**src/design/lvfg_pkg.sv**
```systemverilog
// Shared types and constants of the LiPo voltage fuel gauge.
package lvfg_pkg;

    localparam int HISTORY_DEPTH_DEF = 16;

    // Field widths
    localparam int VOLT_W = 16;
    localparam int TIME_W = 32;
    localparam int PCT_W  = 14;
    localparam int MAH_W  = 16;
    localparam int TL_W   = 32;
    localparam int CELL_W = 4;
    localparam int CFG_W  = 16;
    localparam int CFG_IDX_W = 1;

    // Per-cell voltage span: empty at 3700 mV, full at 4200 mV
    localparam int MV_EMPTY_PER_CELL = 3700;
    // 10000 hundredths over a 500 mV span per cell
    localparam int PCT_SCALE = 20;
    localparam int PCT_MAX   = 10000;
    localparam int CAP_DIV   = 10000;
    localparam int FRAC_BITS = 24;

    // Capacity scaling: x / 10000 = ((x >> 4) * CAP_RECIP) >> CAP_SHIFT for x < 2^30
    localparam int CAP_PRE_SHIFT = 4;
    localparam int CAPX_W        = 26;
    localparam int CAP_RECIP     = 109951163;
    localparam int CAP_SHIFT     = 36;
    localparam int CAP_PROD_W    = CAPX_W + 27;

    // Divider geometry: a pair term is below 2^56, a divisor fits 16 bits
    localparam int TERM_W = 56;
    localparam int DEN_W  = 16;

    localparam logic [CELL_W-1:0] CELLS_RST = 4'd3;
    localparam logic [MAH_W-1:0]  CAP_RST   = 16'd2200;

    typedef enum logic [CFG_IDX_W-1:0] {
        CFG_CELL_COUNT = 1'b0,
        CFG_TOTAL_CAP  = 1'b1
    } t_cfg_idx;

    typedef enum logic [3:0] {
        ST_IDLE,
        ST_PCT,
        ST_PCT_WAIT,
        ST_CAP,
        ST_CAP_WAIT,
        ST_RD,
        ST_LAT,
        ST_PAIR,
        ST_PAIR_WAIT,
        ST_NEXT,
        ST_MEAN,
        ST_MEAN_WAIT,
        ST_MUL,
        ST_SAT,
        ST_DONE
    } t_state;

endpackage

```
**src/design/lvfg_ram.sv**
```systemverilog
// Generic single-write, single-read RAM with registered read data.
module lvfg_ram #(
    parameter int WIDTH = 8,
    parameter int DEPTH = 16
) (
    input  logic                     i_clk,
    input  logic                     i_we,
    input  logic [$clog2(DEPTH)-1:0] i_waddr,
    input  logic [WIDTH-1:0]         i_wdata,
    input  logic                     i_re,
    input  logic [$clog2(DEPTH)-1:0] i_raddr,
    output logic [WIDTH-1:0]         o_rdata
);

    logic [WIDTH-1:0] r_mem [DEPTH];
    logic [WIDTH-1:0] r_rdata;

    always_ff @(posedge i_clk) begin
        if (i_we) begin
            r_mem[i_waddr] <= i_wdata;
        end
        if (i_re) begin
            r_rdata <= r_mem[i_raddr];
        end
    end

    assign o_rdata = r_rdata;

endmodule

```
**src/design/lvfg_divu.sv**
```systemverilog
// Shared unsigned restoring divider, one quotient bit per cycle.
module lvfg_divu #(
    parameter int NUM_W = 60,
    parameter int DEN_W = 16
) (
    input  logic             i_clk,
    input  logic             i_rst_n,
    input  logic             i_start,
    input  logic [NUM_W-1:0] i_num,
    input  logic [DEN_W-1:0] i_den,
    output logic             o_done,
    output logic [NUM_W-1:0] o_quo
);

    localparam int CNT_W = $clog2(NUM_W + 1);

    logic [NUM_W-1:0] r_quo;
    logic [DEN_W-1:0] r_rem;
    logic [DEN_W-1:0] r_den;
    logic [CNT_W-1:0] r_cnt;
    logic             r_busy;
    logic             r_done;

    logic [DEN_W:0] w_shift;
    logic [DEN_W:0] w_diff;
    logic           w_ge;

    always_comb begin
        w_shift = {r_rem, r_quo[NUM_W-1]};
        w_ge    = w_shift >= {1'b0, r_den};
        w_diff  = w_shift - {1'b0, r_den};
    end

    always_ff @(posedge i_clk) begin
        if (!i_rst_n) begin
            r_busy <= 1'b0;
            r_done <= 1'b0;
            r_cnt  <= '0;
        end else begin
            r_done <= 1'b0;
            if (i_start) begin
                r_quo  <= i_num;
                r_rem  <= '0;
                r_den  <= i_den;
                r_cnt  <= CNT_W'(NUM_W);
                r_busy <= 1'b1;
            end else if (r_busy) begin
                r_rem <= w_ge ? w_diff[DEN_W-1:0] : w_shift[DEN_W-1:0];
                r_quo <= {r_quo[NUM_W-2:0], w_ge};
                r_cnt <= r_cnt - 1'b1;
                if (r_cnt == CNT_W'(1)) begin
                    r_busy <= 1'b0;
                    r_done <= 1'b1;
                end
            end
        end
    end

    assign o_done = r_done;
    assign o_quo  = r_quo;

endmodule

```
**src/design/lipo_voltage_fuel_gauge.sv**
```systemverilog
// LiPo pack fuel gauge: state of charge, remaining capacity and time-left estimate.
// One sample is taken at a time; o_stall stays high until its result has been
// loaded into the output register. The percent scaling, each pair term of the
// history whose voltages differ, and the mean run through one shared radix-2
// divider with NUM_W = 56 + clog2(HISTORY_DEPTH) (60 by default); the capacity
// uses a reciprocal multiply and the final scaling is a shift-add multiply. A
// stalled output register holds a finished result back until it is free.
module lipo_voltage_fuel_gauge #(
    parameter int HISTORY_DEPTH = lvfg_pkg::HISTORY_DEPTH_DEF
) (
    input  logic                              i_clk,
    input  logic                              i_rst_n,
    input  logic                              i_cfg_we,
    input  logic [lvfg_pkg::CFG_IDX_W-1:0]    i_cfg_idx,
    input  logic [lvfg_pkg::CFG_W-1:0]        i_cfg_data,
    input  logic                              i_valid,
    output logic                              o_stall,
    input  logic [lvfg_pkg::VOLT_W-1:0]       i_voltage_mv,
    input  logic [lvfg_pkg::TIME_W-1:0]       i_timestamp_s,
    output logic                              o_valid,
    input  logic                              i_stall,
    output logic [lvfg_pkg::PCT_W-1:0]        o_percent_hundredths,
    output logic [lvfg_pkg::MAH_W-1:0]        o_remaining_mah,
    output logic signed [lvfg_pkg::TL_W-1:0]  o_time_left_s,
    output logic                              o_estimate_valid
);
    import lvfg_pkg::*;

    localparam int WIN    = HISTORY_DEPTH + 1;
    localparam int IDX_W  = $clog2(WIN);
    localparam int CNT_W  = $clog2(WIN + 1);
    localparam int NUM_W  = TERM_W + $clog2(HISTORY_DEPTH);
    localparam int SUM_W  = NUM_W + 1;
    localparam int PROD_W = NUM_W + DEN_W;
    localparam int RES_W  = PROD_W - FRAC_BITS;
    localparam int MB_W   = $clog2(DEN_W);
    localparam int ENT_W  = VOLT_W + TIME_W;

    t_state r_state, n_state;

    // Configuration
    logic [CELL_W-1:0] r_cells;
    logic [MAH_W-1:0]  r_cap;

    // Window bookkeeping
    logic [CNT_W-1:0] r_count;
    logic [IDX_W-1:0] r_oldest;
    logic [IDX_W-1:0] r_rd_addr;
    logic [CNT_W-1:0] r_k;

    // Working registers
    logic [VOLT_W-1:0]       r_v;
    logic [VOLT_W-1:0]       r_prev_v, r_cur_v;
    logic [TIME_W-1:0]       r_prev_t, r_cur_t;
    logic                    r_term_neg;
    logic signed [SUM_W-1:0] r_sum;
    logic                    r_neg;
    logic [PROD_W-1:0]       r_mcand;
    logic [DEN_W-1:0]        r_mplier;
    logic [MB_W-1:0]         r_mbit;
    logic [PROD_W-1:0]       r_acc;
    logic [PCT_W-1:0]        r_pct;
    logic [CAPX_W-1:0]       r_cap_prod;
    logic [MAH_W-1:0]        r_mah;
    logic [TL_W-1:0]         r_tl;
    logic                    r_est;

    // Output register
    logic              r_out_valid;
    logic [PCT_W-1:0]  r_out_pct;
    logic [MAH_W-1:0]  r_out_mah;
    logic [TL_W-1:0]   r_out_tl;
    logic              r_out_est;

    logic w_accept, w_out_xfer, w_out_free;
    logic w_div_start, w_div_done, w_ram_re;
    logic [NUM_W-1:0] w_div_num, w_div_quo;
    logic [DEN_W-1:0] w_div_den;
    logic [ENT_W-1:0] w_rdata;

    logic [CELL_W-1:0]     w_cells;
    logic [VOLT_W-1:0]     w_lo;
    logic [VOLT_W:0]       w_rem;
    logic [VOLT_W-1:0]     w_mr;
    logic [20:0]           w_pct_num;
    logic [CAP_PROD_W-1:0] w_cap_full;
    logic [VOLT_W:0]       w_dv;
    logic [TIME_W:0]       w_dt;
    logic [VOLT_W-1:0]     w_dv_mag;
    logic [TIME_W-1:0]     w_dt_mag;
    logic                  w_pair_go;
    logic [SUM_W-1:0]      w_sum_mag;
    logic [IDX_W:0]        w_slot_sum;
    logic [IDX_W-1:0]      w_slot;
    logic [IDX_W-1:0]      w_oldest_inc;
    logic [IDX_W-1:0]      w_rd_inc;
    logic [RES_W-1:0]      w_res;
    logic [TL_W-1:0]       w_tl;

    assign w_accept   = i_valid && !o_stall;
    assign w_out_xfer = r_out_valid && !i_stall;
    assign w_out_free = !r_out_valid || !i_stall;

    // Datapath arithmetic
    always_comb begin
        w_cells   = (r_cells == '0) ? CELL_W'(1) : r_cells;
        w_lo      = VOLT_W'(32'(w_cells) * 32'(MV_EMPTY_PER_CELL));
        w_rem     = {1'b0, r_v} - {1'b0, w_lo};
        w_mr      = w_rem[VOLT_W] ? VOLT_W'(-w_rem) : w_rem[VOLT_W-1:0];
        w_pct_num = (r_v > w_lo) ? 21'(32'(r_v - w_lo) * 32'(PCT_SCALE)) : '0;
        w_cap_full = CAP_PROD_W'(r_cap_prod) * CAP_PROD_W'(CAP_RECIP);
        w_dv      = {1'b0, r_prev_v} - {1'b0, r_cur_v};
        w_dt      = {1'b0, r_cur_t} - {1'b0, r_prev_t};
        w_dv_mag  = w_dv[VOLT_W] ? VOLT_W'(-w_dv) : w_dv[VOLT_W-1:0];
        w_dt_mag  = w_dt[TIME_W] ? TIME_W'(-w_dt) : w_dt[TIME_W-1:0];
        w_pair_go = (r_k != '0) && (w_dv != '0);
        w_sum_mag = r_sum[SUM_W-1] ? SUM_W'(-r_sum) : SUM_W'(r_sum);

        w_slot_sum   = {1'b0, r_oldest} + (IDX_W+1)'(r_count);
        w_slot       = (w_slot_sum >= (IDX_W+1)'(WIN)) ?
                       IDX_W'(w_slot_sum - (IDX_W+1)'(WIN)) : w_slot_sum[IDX_W-1:0];
        w_oldest_inc = (r_oldest == IDX_W'(WIN - 1)) ? '0 : r_oldest + 1'b1;
        w_rd_inc     = (r_rd_addr == IDX_W'(WIN - 1)) ? '0 : r_rd_addr + 1'b1;

        w_res = r_acc[PROD_W-1:FRAC_BITS];
        if (r_neg) begin
            if (w_res > RES_W'(33'h1_0000_0000 >> 1)) begin
                w_tl = TL_W'(33'h1_0000_0000 >> 1);
            end else begin
                w_tl = TL_W'(-w_res);
            end
        end else begin
            if (w_res > RES_W'(32'h7FFF_FFFF)) begin
                w_tl = 32'h7FFF_FFFF;
            end else begin
                w_tl = w_res[TL_W-1:0];
            end
        end
    end

    // Next state
    always_comb begin
        n_state = r_state;
        case (r_state)
            ST_IDLE:      if (i_valid) n_state = ST_PCT;
            ST_PCT:       n_state = ST_PCT_WAIT;
            ST_PCT_WAIT:  if (w_div_done) n_state = ST_CAP;
            ST_CAP:       n_state = ST_CAP_WAIT;
            ST_CAP_WAIT:  n_state = (r_count < CNT_W'(2)) ? ST_DONE : ST_RD;
            ST_RD:        n_state = ST_LAT;
            ST_LAT:       n_state = ST_PAIR;
            ST_PAIR:      n_state = w_pair_go ? ST_PAIR_WAIT : ST_NEXT;
            ST_PAIR_WAIT: if (w_div_done) n_state = ST_NEXT;
            ST_NEXT:      n_state = (r_k + 1'b1 == r_count) ? ST_MEAN : ST_RD;
            ST_MEAN:      n_state = ST_MEAN_WAIT;
            ST_MEAN_WAIT: if (w_div_done) n_state = ST_MUL;
            ST_MUL:       if (r_mbit == MB_W'(DEN_W - 1)) n_state = ST_SAT;
            ST_SAT:       n_state = ST_DONE;
            ST_DONE:      if (w_out_free) n_state = ST_IDLE;
            default:      n_state = ST_IDLE;
        endcase
    end

    // Control outputs and divider operand select
    always_comb begin
        w_div_start = 1'b0;
        w_ram_re    = 1'b0;
        w_div_num   = '0;
        w_div_den   = '0;
        case (r_state)
            ST_PCT: begin
                w_div_start = 1'b1;
                w_div_num   = NUM_W'(w_pct_num);
                w_div_den   = DEN_W'(w_cells);
            end
            ST_RD: begin
                w_ram_re = 1'b1;
            end
            ST_PAIR: begin
                w_div_start = w_pair_go;
                w_div_num   = NUM_W'({w_dt_mag, {FRAC_BITS{1'b0}}});
                w_div_den   = w_dv_mag;
            end
            ST_MEAN: begin
                w_div_start = 1'b1;
                w_div_num   = w_sum_mag[NUM_W-1:0];
                w_div_den   = DEN_W'(r_count - 1'b1);
            end
            default: begin
                w_div_start = 1'b0;
            end
        endcase
    end

    always_ff @(posedge i_clk) begin
        if (!i_rst_n) begin
            r_state     <= ST_IDLE;
            r_cells     <= CELLS_RST;
            r_cap       <= CAP_RST;
            r_count     <= '0;
            r_oldest    <= '0;
            r_out_valid <= 1'b0;
        end else begin
            r_state <= n_state;

            if (i_cfg_we) begin
                case (t_cfg_idx'(i_cfg_idx))
                    CFG_CELL_COUNT: r_cells <= i_cfg_data[CELL_W-1:0];
                    CFG_TOTAL_CAP:  r_cap   <= i_cfg_data[MAH_W-1:0];
                    default:        r_cap   <= r_cap;
                endcase
            end

            if (w_accept) begin
                r_v <= i_voltage_mv;
                if (r_count < CNT_W'(WIN)) begin
                    r_count <= r_count + 1'b1;
                end else begin
                    r_oldest <= w_oldest_inc;
                end
            end

            if (r_state == ST_PCT_WAIT && w_div_done) begin
                r_pct <= (w_div_quo > NUM_W'(PCT_MAX)) ? PCT_W'(PCT_MAX)
                                                       : w_div_quo[PCT_W-1:0];
            end

            if (r_state == ST_CAP) begin
                r_cap_prod <= CAPX_W'((32'(r_cap) * 32'(r_pct)) >> CAP_PRE_SHIFT);
            end

            if (r_state == ST_CAP_WAIT) begin
                r_mah     <= MAH_W'(w_cap_full >> CAP_SHIFT);
                r_tl      <= '1;
                r_est     <= 1'b0;
                r_rd_addr <= r_oldest;
                r_k       <= '0;
                r_sum     <= '0;
            end

            if (r_state == ST_LAT) begin
                r_cur_v <= w_rdata[ENT_W-1:TIME_W];
                r_cur_t <= w_rdata[TIME_W-1:0];
            end

            if (r_state == ST_PAIR) begin
                r_term_neg <= w_dv[VOLT_W] ^ w_dt[TIME_W];
            end

            if (r_state == ST_PAIR_WAIT && w_div_done) begin
                r_sum <= r_term_neg ? r_sum - SUM_W'(w_div_quo)
                                    : r_sum + SUM_W'(w_div_quo);
            end

            // Advance to the next window entry
            if (r_state == ST_NEXT) begin
                r_prev_v  <= r_cur_v;
                r_prev_t  <= r_cur_t;
                r_k       <= r_k + 1'b1;
                r_rd_addr <= w_rd_inc;
            end

            if (r_state == ST_MEAN_WAIT && w_div_done) begin
                r_neg    <= r_sum[SUM_W-1] ^ w_rem[VOLT_W];
                r_mcand  <= PROD_W'(w_div_quo);
                r_mplier <= w_mr;
                r_mbit   <= '0;
                r_acc    <= '0;
            end

            // Shift-add multiply of mean magnitude by voltage headroom
            if (r_state == ST_MUL) begin
                if (r_mplier[0]) begin
                    r_acc <= r_acc + r_mcand;
                end
                r_mcand  <= r_mcand << 1;
                r_mplier <= r_mplier >> 1;
                r_mbit   <= r_mbit + 1'b1;
            end

            if (r_state == ST_SAT) begin
                r_tl  <= w_tl;
                r_est <= 1'b1;
            end

            if (r_state == ST_DONE && w_out_free) begin
                r_out_valid <= 1'b1;
                r_out_pct   <= r_pct;
                r_out_mah   <= r_mah;
                r_out_tl    <= r_tl;
                r_out_est   <= r_est;
            end else if (w_out_xfer) begin
                r_out_valid <= 1'b0;
            end
        end
    end

    lvfg_ram #(
        .WIDTH (ENT_W),
        .DEPTH (WIN)
    ) u_win (
        .i_clk   (i_clk),
        .i_we    (w_accept),
        .i_waddr ((r_count < CNT_W'(WIN)) ? w_slot : r_oldest),
        .i_wdata ({i_voltage_mv, i_timestamp_s}),
        .i_re    (w_ram_re),
        .i_raddr (r_rd_addr),
        .o_rdata (w_rdata)
    );

    lvfg_divu #(
        .NUM_W (NUM_W),
        .DEN_W (DEN_W)
    ) u_div (
        .i_clk   (i_clk),
        .i_rst_n (i_rst_n),
        .i_start (w_div_start),
        .i_num   (w_div_num),
        .i_den   (w_div_den),
        .o_done  (w_div_done),
        .o_quo   (w_div_quo)
    );

    assign o_stall              = (r_state != ST_IDLE);
    assign o_valid              = r_out_valid;
    assign o_percent_hundredths = r_out_pct;
    assign o_remaining_mah      = r_out_mah;
    assign o_time_left_s        = r_out_tl;
    assign o_estimate_valid     = r_out_est;

endmodule

```
**config.mk**
```make
export PLATFORM = sky130hd
export DESIGN_NAME = lipo_voltage_fuel_gauge
export DESIGN_NICKNAME = d
export VERILOG_FILES = /design/src/design/lvfg_pkg.sv /design/src/design/lvfg_ram.sv /design/src/design/lvfg_divu.sv /design/src/design/lipo_voltage_fuel_gauge.sv
export SDC_FILE = /design/constraint.sdc
export NUM_CORES = 2
export LEC_CHECK = 0
export ABC_AREA = 1
export BUFFER_PORTS_ARGS = -buffer_cell sky130_fd_sc_hd__buf_2
export CAP_MARGIN = 20
export CELL_PAD_IN_SITES_DETAIL_PLACEMENT = 1
export CELL_PAD_IN_SITES_GLOBAL_PLACEMENT = 1
export CORE_ASPECT_RATIO = 1.1
export CORE_MARGIN = 2
export CORE_UTILIZATION = 55
export CTS_CLUSTER_DIAMETER = 30
export DETAILED_ROUTE_END_ITERATION = 10
export PLACE_DENSITY_LB_ADDON = 0.1
export SYNTH_ARGS = -nofsm -noshare
export SYNTH_HDL_FRONTEND = slang
export SYNTH_SLANG_ARGS = --single-unit
```
**constraint.sdc**
```tcl
create_clock -name i_clk -period 14.25 [get_ports i_clk]
set_clock_uncertainty 0.05 [all_clocks]
set_input_delay 0.7125 -clock i_clk [delete_from_list [all_inputs] [get_ports i_clk]]
set_output_delay 0.7125 -clock i_clk [all_outputs]
set_load 0.02 [all_outputs]
```
==> flow_metrics.tcl <==
set metrics [dict create \
    status "complete, no violations" \
    io_pins 135 \
    finalSetupViolCount 0 \
    first_pass_iters 6 \
    io_buffers 134 \
    reg2reg_from "r_cap_prod[24]" \
    ys.flop_type "edfxtp_1" \
    power.switching_mw 9.070 \
    grtUsageTotal_pct 41.97 \
    holdBufCountCts 0 \
    worst-path-max-fanout 7 \
    period_minus_slack_ns 7.084 \
    async_reset_ff_share_pct 0 \
    min_to "r_cap[4]" \
    vias 85510 \
    finalWeightedCongestion 0.9878 \
    worstPathCellList "fa_1, inv_1, fa_1, inv_1, fa_1, fa_1, fa_1, inv_1, fa_1, inv_1, fa_1, ha_1, nand2_1, nor2_1, inv_1, nor4_1, nand4_1, nand4_1, nand2_1, o211ai_1, a21oi_1, xor2_1" \
    layout.cells.non_filler 13500 \
    tns_ns 0 \
    placed_cells 12900 \
    synth_cells 10620 \
    reg2regPathDepth 22 \
    switching_share_pct 39.68 \
    start_util_pct 55.25 \
    cts_htree_levels 5 \
    crit_top_cell "fa_1" \
    postRouteAntennaNets 0 \
    rsz0062_at_grt "no" \
    detail_route.wl_per_cell_um 28.78 \
    via_per_inst 6.335 \
    power_frac_seq_pct 24.3 \
    grt_max_degree 151 \
    cts-resized-gates 0 \
    grt_pass1_vias 92070 \
    drive_gt1_share_pct 7.634 \
    fin_nets 12020 \
    grt_pass1_wl_mm 579.8 \
    endpoint_kind "flop" \
    intPower_mw 13.79 \
    hold_viol 0 \
    cts_root_buf "clkbuf_16" \
    row_count 163 \
    syn_nets 11800 \
    criticalPathCategory "reg2reg" \
    synth_seq_cells 1508 \
    cts-buffers-inserted 328 \
    slew_viol_final 0 \
    holdPathStages 3 \
    synth-seq-area-share_pct 45.39 \
    synth_area_leaders "edfxtp_1, fa_1, ha_1" \
    postCtsSetupBuffers 0 \
    grt_overflow 0 \
    yosysWarnings 0 \
    routed_wl_mm 388.5 \
    start_kind "flop" \
    leakage_nw 47.37 \
    clk_pin_slew_ns 0.05 \
    p_comb_share_pct 41.3 \
    remaining_drc_errors 0 \
    crit_slowest_cell "fa_1" \
    die_w_um 408.2 \
    slowest_delay_ns 0.67 \
    yosys.area.top_type "edfxtp_1" \
    hold_start "i_cfg_data[4]" \
    cts_buffer_depth 4 \
    timing.critical_path.arrival_ns 7.69 \
    r2r_slack_ns 7.17 \
    worst_skew_pair.late_latency_ns 0.99 \
    worst_pin_slew_ns 1.152 \
    syn_to_final_growth_pct 14.50 \
    maxCapViolations 0 \
    final_core_util_pct 63.26 \
    p_per_area_nw_per_um2 202.0 \
    relSlewSlack_pct 23.21 \
    netlist_area_um2 98820 \
    worstReg2RegEnd "r_mah[14]" \
    place_hpwl_mm 253.4 \
    fin_crit_sh_pct 49.71 \
    hold_path.class "in2reg" \
    die_h_um 448.6 \
    antenna_found_initial 23 \
    hold_slack_ns 0.04378 \
    dieArea_um2 183100 \
    core_um2 178900 \
    fill_cells 19580 \
    synth_top_area_share_pct 44.52 \
    ys_types 68 \
    syn_area_per_cell_um2 9.302 \
    tritoncts "done" \
    clkPwrFrac_pct 34.4 \
    drt-initial-drc-count 8773 \
    ir_drop_v 0.0003272 \
    cts.sink_count 1508 \
    synth_edf_count 1465 \
    fmax_mhz 141.2 \
    cp.required_ns 14.86 \
]
[kinds of logic after synthesis]
family / after synthesis / synth area share (%)
and+or+nand+nor: 3696 / 15.27
AOI/OAI and AO/OA: 2134 / 12.08
buffers and inverters: 1927 / 7.382
DFF: 1508 / 45.39
adders and majority gates: 1108 / 17.65
xor gates and xnor gates: 250 / 2.223
[critical path: cells and delay by family, from the launching register on]
kind / cells / cell delay (ns)
adder cells (fa/ha/maj): 8 / 4.16
AND/OR/NAND/NOR: 6 / 1.10
AO/OA/AOI/OAI: 2 / 0.35
XOR/XNOR: 1 / 0.16
buffers and inverters: 5 / 0.38
flip-flops: 1 / 0.62
[layout by cell type (no fill, tap or decap), types with 333 or more instances in the layout]
| cell | synthesis | final |
|---|---|---|
| a21oi_1 | 639 | 637 |
| clkbuf_16 | 0 | 333 |
| edfxtp_1 | 1465 | 1465 |
| fa_1 | 477 | 477 |
| ha_1 | 631 | 631 |
| inv_1 | 1594 | 1587 |
| nand2_1 | 1803 | 1801 |
| nand3_1 | 338 | 338 |
| nor2_1 | 1228 | 1202 |
| o21ai_0 | 905 | 905 |
[flip-flops by register name (all words and copies together) (netlist names), 48 cells and up]
register,count
u_win.o_rdata,48
r_acc,76
r_sum,61
r_mcand,76
u_div.o_quo,60
u_win.r_mem,816
[power by group through the flow]
stage | Combinational [mW] | Clock, mW | Sequential (mW)
finish | 9.44 | 7.86 | 5.56
global route | 10.6 | 8.04 | 5.56
CTS | 9.44 | 7.86 | 5.54
detailed placement | 9.26 | 0 | 5.61
global placement | 8.99 | 0 | 5.59
floorplan | 6.42 | 0 | 5.50
[per-stage QoR]
step,power [mW],instance area [um^2],setup slack [ns]
after global routing,24.15,113100,6.321
after CTS,22.84,113100,7.246
after global placement,14.58,102000,7.296
after detailed placement,14.87,102000,7.362
after floorplan,11.92,98820,7.549
final,22.86,113200,7.166
[worst max path at each step]
| stage | to | startpoint | cells after the start |
|---|---|---|---|
| floorplan | r_mbit[0] | r_state[3] | 10 |
| global placement | u_div.o_quo[19] | r_cells[2] | 37 |
| detailed placement | r_mah[14] | r_cap_prod[24] | 22 |
| CTS | r_mah[14] | r_cap_prod[24] | 22 |
| global route | u_div.o_quo[19] | r_cells[2] | 37 |
| finish | r_mah[14] | r_cap_prod[24] | 22 |
[layout make-up]
type                            count  area, um^2  share of cell area (%)
Antenna cell                       11       27.53                 0.02433
Clock buffer                      373        8533                   7.541
Clock inverter                    209        2512                   2.220
Inverter                         1606        6045                   5.342
Multi-Input combinational cell   7188       46910                   41.45
Sequential cell                  1508       44850                   39.64
Tap cell                         2392        2993                   2.645
Timing Repair Buffer              211        1281                   1.132
[cell usage after synthesis, types with 43 or more instances]
library cell  number
nand2_1         1803
inv_1           1594
edfxtp_1        1465
nor2_1          1228
o21ai_0          905
a21oi_1          639
ha_1             631
fa_1             477
nand3_1          338
clkbuf_1         278
o22ai_1          200
xor2_1           184
nand4_1           95
nor3_1            94
xnor2_1           65
o211ai_1          59
a31oi_1           48
a41oi_1           47
nor4_1            46
dfxtp_1           43
[per-layer routing]
metal	wire [um]	share of wire (%)	up-vias	GRT usage (%)
met1	140000	36	42420	49.70
met3	31580	8.1	1689	7.780
li1	-	-	36350	-
met4	30610	7.9	20	28.22
met5	129	0.033	-	0
met2	186200	48	5042	69.70
Power figures use the tool's default switching activity.
